<file path="src/rtl/core/smx_pkg.sv">
package smx_pkg;

	localparam int STACK_DEPTH = 256;
	localparam int DATA_WIDTH  = 32;
	localparam int ADDR_WIDTH  = $clog2(STACK_DEPTH);
	localparam int SP_WIDTH    = ADDR_WIDTH + 1;
	localparam int NUM_GP      = 6;
	localparam int IP_WIDTH    = 16;
	localparam int REG_IDX_W   = 3;
	localparam int DIV_CNT_W   = $clog2(DATA_WIDTH + 1);

	localparam int S_TDATA_WIDTH = 56;
	localparam int S_TUSER_WIDTH = 4;
	localparam int M_TDATA_WIDTH = 56;

	// register indexes beyond the general registers
	localparam logic [REG_IDX_W-1:0] REG_IP = 3'd6;
	localparam logic [REG_IDX_W-1:0] REG_SP = 3'd7;

	localparam logic signed [SP_WIDTH:0] SPX_ONE = 1;
	localparam logic signed [SP_WIDTH:0] SPX_TWO = 2;

	typedef enum logic [3:0] {
		OP_PSH = 4'd0,
		OP_POP = 4'd1,
		OP_SET = 4'd2,
		OP_HLT = 4'd3,
		OP_MOV = 4'd4,
		OP_ADD = 4'd5,
		OP_SUB = 4'd6,
		OP_DIV = 4'd7,
		OP_MUL = 4'd8,
		OP_STR = 4'd9,
		OP_LDR = 4'd10,
		OP_IF  = 4'd11,
		OP_LOG = 4'd12
	} opcode_t;

	typedef enum logic [1:0] {
		FLT_NONE    = 2'd0,
		FLT_DIV0    = 2'd1,
		FLT_UNKNOWN = 2'd2,
		FLT_RANGE   = 2'd3
	} fault_t;

	typedef enum logic [2:0] {
		ST_CLEAR,
		ST_IDLE,
		ST_DECODE,
		ST_READ_A,
		ST_READ_B,
		ST_EXEC,
		ST_DIV,
		ST_COMMIT
	} state_t;

	typedef enum logic [2:0] {
		RET_NONE,
		RET_SIMPLE,
		RET_LOAD,
		RET_DIV0,
		RET_ARITH
	} retire_t;

	typedef struct packed {
		logic    clear;
		logic    load;
		logic    rd_top;
		logic    rd_next;
		logic    cap_b;
		logic    calc;
		logic    div_go;
		logic    div_take;
		retire_t retire;
	} cmd_t;

	typedef struct packed {
		logic need_read;
		logic is_load;
		logic is_div;
		logic div_zero;
		logic div_done;
		logic clear_done;
		logic out_free;
	} sts_t;

	typedef struct packed {
		logic [1:0]            fault;
		logic [DATA_WIDTH-1:0] log_value;
		logic [REG_IDX_W-1:0]  log_register;
		logic                  log_valid;
		logic                  halted;
		logic [IP_WIDTH-1:0]   next_ip;
	} result_t;

endpackage

</file>
<file path="src/rtl/core/smx_ctrl.sv">
module smx_ctrl (
	input  logic          clk,
	input  logic          arst_n,
	input  logic          in_valid,
	output logic          in_ready,
	input  smx_pkg::sts_t sts,
	output smx_pkg::cmd_t cmd
);

	smx_pkg::state_t state_q;
	smx_pkg::state_t state_n;

	always_ff @(posedge clk or negedge arst_n) begin
		if (!arst_n) begin
			state_q <= smx_pkg::ST_CLEAR;
		end else begin
			state_q <= state_n;
		end
	end

	always_comb begin
		state_n = state_q;
		case (state_q)
			smx_pkg::ST_CLEAR: begin
				if (sts.clear_done) state_n = smx_pkg::ST_IDLE;
			end
			smx_pkg::ST_IDLE: begin
				if (in_valid) state_n = smx_pkg::ST_DECODE;
			end
			smx_pkg::ST_DECODE: begin
				if (sts.need_read) state_n = smx_pkg::ST_READ_A;
				else if (sts.out_free) state_n = smx_pkg::ST_IDLE;
			end
			smx_pkg::ST_READ_A: begin
				if (!sts.is_load) state_n = smx_pkg::ST_READ_B;
				else if (sts.out_free) state_n = smx_pkg::ST_IDLE;
			end
			smx_pkg::ST_READ_B: begin
				state_n = smx_pkg::ST_EXEC;
			end
			smx_pkg::ST_EXEC: begin
				if (!sts.is_div) state_n = smx_pkg::ST_COMMIT;
				else if (!sts.div_zero) state_n = smx_pkg::ST_DIV;
				else if (sts.out_free) state_n = smx_pkg::ST_IDLE;
			end
			smx_pkg::ST_DIV: begin
				if (sts.div_done) state_n = smx_pkg::ST_COMMIT;
			end
			smx_pkg::ST_COMMIT: begin
				if (sts.out_free) state_n = smx_pkg::ST_IDLE;
			end
			default: state_n = smx_pkg::ST_IDLE;
		endcase
	end

	always_comb begin
		cmd      = '0;
		in_ready = 1'b0;
		case (state_q)
			smx_pkg::ST_CLEAR: begin
				cmd.clear = 1'b1;
			end
			smx_pkg::ST_IDLE: begin
				in_ready = 1'b1;
				cmd.load = in_valid;
			end
			smx_pkg::ST_DECODE: begin
				if (sts.need_read) cmd.rd_top = 1'b1;
				else if (sts.out_free) cmd.retire = smx_pkg::RET_SIMPLE;
			end
			smx_pkg::ST_READ_A: begin
				if (!sts.is_load) cmd.rd_next = 1'b1;
				else if (sts.out_free) cmd.retire = smx_pkg::RET_LOAD;
			end
			smx_pkg::ST_READ_B: begin
				cmd.cap_b = 1'b1;
			end
			smx_pkg::ST_EXEC: begin
				if (!sts.is_div) cmd.calc = 1'b1;
				else if (!sts.div_zero) cmd.div_go = 1'b1;
				else if (sts.out_free) cmd.retire = smx_pkg::RET_DIV0;
			end
			smx_pkg::ST_DIV: begin
				cmd.div_take = sts.div_done;
			end
			smx_pkg::ST_COMMIT: begin
				if (sts.out_free) cmd.retire = smx_pkg::RET_ARITH;
			end
			default: cmd = '0;
		endcase
	end

endmodule

</file>
<file path="config.mk">
export PLATFORM = sky130hd
export DESIGN_NAME = smx_ctrl
export DESIGN_NICKNAME = d
export VERILOG_FILES = /design/src/rtl/core/smx_pkg.sv /design/src/rtl/core/smx_ctrl.sv
export SDC_FILE = /design/constraint.sdc
export NUM_CORES = 1
export LEC_CHECK = 0
export BUFFER_PORTS_ARGS = -buffer_cell sky130_fd_sc_hd__buf_2
export CORE_AREA = 8 8 45 47
export CTS_CLUSTER_DIAMETER = 100
export DETAILED_ROUTE_END_ITERATION = 8
export DIE_AREA = 0 0 53 55
export PLACE_DENSITY_LB_ADDON = 0.15
export SLEW_MARGIN = 20
export SYNTH_ARGS = -nofsm -noshare
export SYNTH_HDL_FRONTEND = slang
export SYNTH_SLANG_ARGS = --single-unit
export TNS_END_PERCENT = 30
</file>
<file path="constraint.sdc">
create_clock -name clk -period 1.03 [get_ports clk]
set_input_delay 0.0515 -clock clk [delete_from_list [all_inputs] [get_ports clk]]
set_output_delay 0.0515 -clock clk [all_outputs]
set_load 0.05 [all_outputs]
</file>
==> impl_metrics.tcl <==
set metrics [dict create \
    post-route-cell-area_um2 748 \
    synth_area_per_cell_um2 7.15 \
    ys_ff_latch 3 \
    areaGrowthSynthToFinish_pct 127 \
    end_kind "output pin" \
    power.switching_mw 1.12 \
    sequentialPowerShare_pct 13.2 \
    hold_violations 0 \
    ir_worst_vdd_v 0.00147 \
    antenna_cells 0 \
    largest_register_ffs 3 \
    setup_viol 15 \
    cts_root_buffer "clkbuf_4" \
    finClkSkew_ps 3.26 \
    grt_pass1_wl_um 2000 \
    hp-class "input port to async pin" \
    grt_max_degree 11 \
    max_flop_register "state_q" \
    swShare_pct 49.1 \
    final.fill_count 133 \
    required_ps 980 \
    ys_seq_area_share_pct 22.8 \
    critical_path_arrival_ps 1330 \
    syn_area_um2 329 \
    drt-initial-drc-count 2 \
    vias_per_cell 4.71 \
    firstDrtPassIters 3 \
    fp.dieW_um 53 \
    layout.nets 93 \
    place_area_um2 557 \
    cts_tree "yes" \
    cts.sinks 3 \
    wl_per_cell_um 12.5 \
    critical_path.top_delay_family "buffers and inverters" \
    rows 14 \
    seq_area_um2 78.8 \
    cts_buffer_depth 2 \
    vias 462 \
    p_comb_share_pct 78.1 \
    grt.total_usage_pct 8.92 \
    cts_buffers 3 \
    cp_slowest_cell "dfrtp_2" \
    setup_slack_ps -353 \
    port_buffers 21 \
    worst_pin_slew_ps 258 \
    top_regs "state_q: 3 flops" \
    drive_gt1_share_pct 67.1 \
    path_max_fanout 9 \
    antenna_found_initial 0 \
    status "finished, violations left" \
    fmax_ghz 0.723 \
    cp_num_buf_inv 3 \
    crit_type "flop to output pin" \
    cts_max_level 1 \
    startpoint_type "flop" \
    overflow 0 \
    path_cells "buf_4 > buf_12 > nor3b_4 > buf_6" \
    period_share_pct 134 \
    post-dp-hpwl_um 906 \
    p_leak_nw 0.333 \
    initial_core_util_pct 23.8 \
    finalMaxSlewViolations 0 \
    yosys_warnings 0 \
    clock_latency_ps 230 \
    slew_headroom_pct 82.6 \
    power_density_nw_per_um2 3040 \
    clkPwrFrac_pct 8.7 \
    drc_errors 0 \
    rsz0062_at_grt "yes" \
    drtAntennaViolNets 0 \
    syn_inst 46 \
    dieArea_um2 2920 \
    cpPeakStageDelay_ps 450 \
    multiInputGateArea_um2 318 \
    max_cap_viol_count 0 \
    routed_wl_um 1220 \
    internal_power_mw 1.16 \
    grt_pass1_vias 477 \
    clk_pin_slew_ps 40 \
    io_pins 22 \
    chipHeight_um 55 \
    synthDistinctLibCells 22 \
    place_congestion 0.723 \
    period_minus_slack_ps 1380 \
    violations "negative setup slack" \
    syn_nets 56 \
    dp_slack_ps -312 \
    coreArea_um2 1380 \
    reg2reg_setup_slack_ps -290 \
]
-- path summary, 6_finish.rpt --
path                            start  depth (start not counted)         end
max                        state_q[2]                          4      cmd[7]
min                            arst_n                          2  state_q[2]
max reg2reg                state_q[1]                          4  state_q[0]
min reg2reg                state_q[1]                          2  state_q[1]
max in group asynchronous      arst_n                          2  state_q[1]
min in group clk             in_valid                          3  state_q[1]
-- cell usage after synthesis, drive strengths merged --
cell | number | area, µm²
nor4b | 1 | 8.76
nor2 | 5 | 18.8
nor3b | 5 | 37.5
o22a | 1 | 8.76
o32ai | 1 | 8.76
o22ai | 1 | 6.26
buf | 3 | 17.5
a2bb2oi | 1 | 8.76
nand2 | 5 | 18.8
or3 | 2 | 12.5
nor3 | 2 | 10.0
mux2i | 1 | 10.0
and4 | 1 | 8.76
o21a | 1 | 7.51
o21ai | 2 | 10.0
dfrtp | 3 | 75.1
a21oi | 3 | 15.0
and2 | 1 | 6.26
nand2b | 4 | 25.0
inv | 2 | 7.51
nand3b | 1 | 7.51
-- area by class of cell --
type / count / area share (%)
inverter: 2 / 1.00
clock buffer: 4 / 3.51
timing repair buffer: 35 / 39.8
tap: 16 / 2.68
multi-input combinational: 38 / 42.5
sequential: 3 / 10.5
-- power groups by stage --
stage / clock, mW / sequential (mW) / combinational (mW)
after floorplan: 0 / 0.233 / 1.09
after global placement: 0 / 0.316 / 1.36
after detailed placement: 0 / 0.317 / 1.35
after CTS: 0.204 / 0.315 / 1.65
after global routing: 0.216 / 0.319 / 1.88
final: 0.198 / 0.301 / 1.78
-- cells in the final DEF, fill, tap and decap left out --
cell type / Yosys / layout
a21oi_1: 3 / 2
a21oi_2: 0 / 1
a2bb2oi_2: 0 / 1
and2_4: 0 / 1
and4_1: 1 / 1
buf_12: 0 / 1
buf_2: 2 / 10
buf_4: 1 / 11
buf_6: 0 / 12
clkbuf_1: 0 / 1
clkbuf_4: 0 / 3
dfrtp_2: 0 / 3
dlygate4sd3_1: 0 / 1
inv_1: 2 / 1
inv_2: 0 / 1
mux2i_1: 1 / 1
nand2_1: 5 / 4
nand2_2: 0 / 1
nand2b_1: 4 / 4
nand3b_1: 1 / 1
nor2_1: 5 / 2
nor2_2: 0 / 2
nor2_4: 0 / 1
nor3_2: 0 / 1
nor3_4: 0 / 1
nor3b_1: 5 / 1
nor3b_2: 0 / 1
nor3b_4: 0 / 3
nor4b_2: 0 / 1
o21a_1: 1 / 1
o21ai_0: 2 / 2
o22a_1: 1 / 1
o22ai_1: 1 / 1
o32ai_1: 1 / 1
or3_1: 2 / 2
-- repair_timing --
action | CTS | global route
pin swaps | 3 | 1
gates resized for setup | 29 | 5
setup endpoints to repair | 15 | 15
endpoints found under the hold margin | 3 | 0
cloned | 0 | 0
setup buffers | 3 | 2
hold buffers | 1 | 0
-- through the flow --
step	power, mW	cells	util (%)	setup TNS, ps	hold WS, ps
final	2.28	98	54.1	-3910	165
after global routing	2.41	98	54.1	-4930	169
after CTS	2.17	96	51.4	-4100	144
after detailed placement	1.67	88	40.2	-3060	-152
after global placement	1.67	88	40.2	-2910	-152
after floorplan	1.32	46	-	-3180	-244
-- per-layer routing --
layer	up-vias	part of all wire [%]	wire length, µm	track usage (%)
met4	0	0	0	3.88
met2	11	53	642	15.6
met1	214	43	519	9.76
met5	-	0	0	0
li1	237	-	-	-
met3	0	4.8	59	2.67
-- cell families (layout without fill, tap and decap cells) --
kind of cell    after synthesis  count (layout)  share of synthesized area (%)
buf+inv                       5              41                           7.61
simple gates                 27              27                           46.8
mux                           1               1                           3.04
flops                         3               3                           22.8
compound gates               10              10                           19.8
Note: power is estimated with default switching activity, not from simulation.
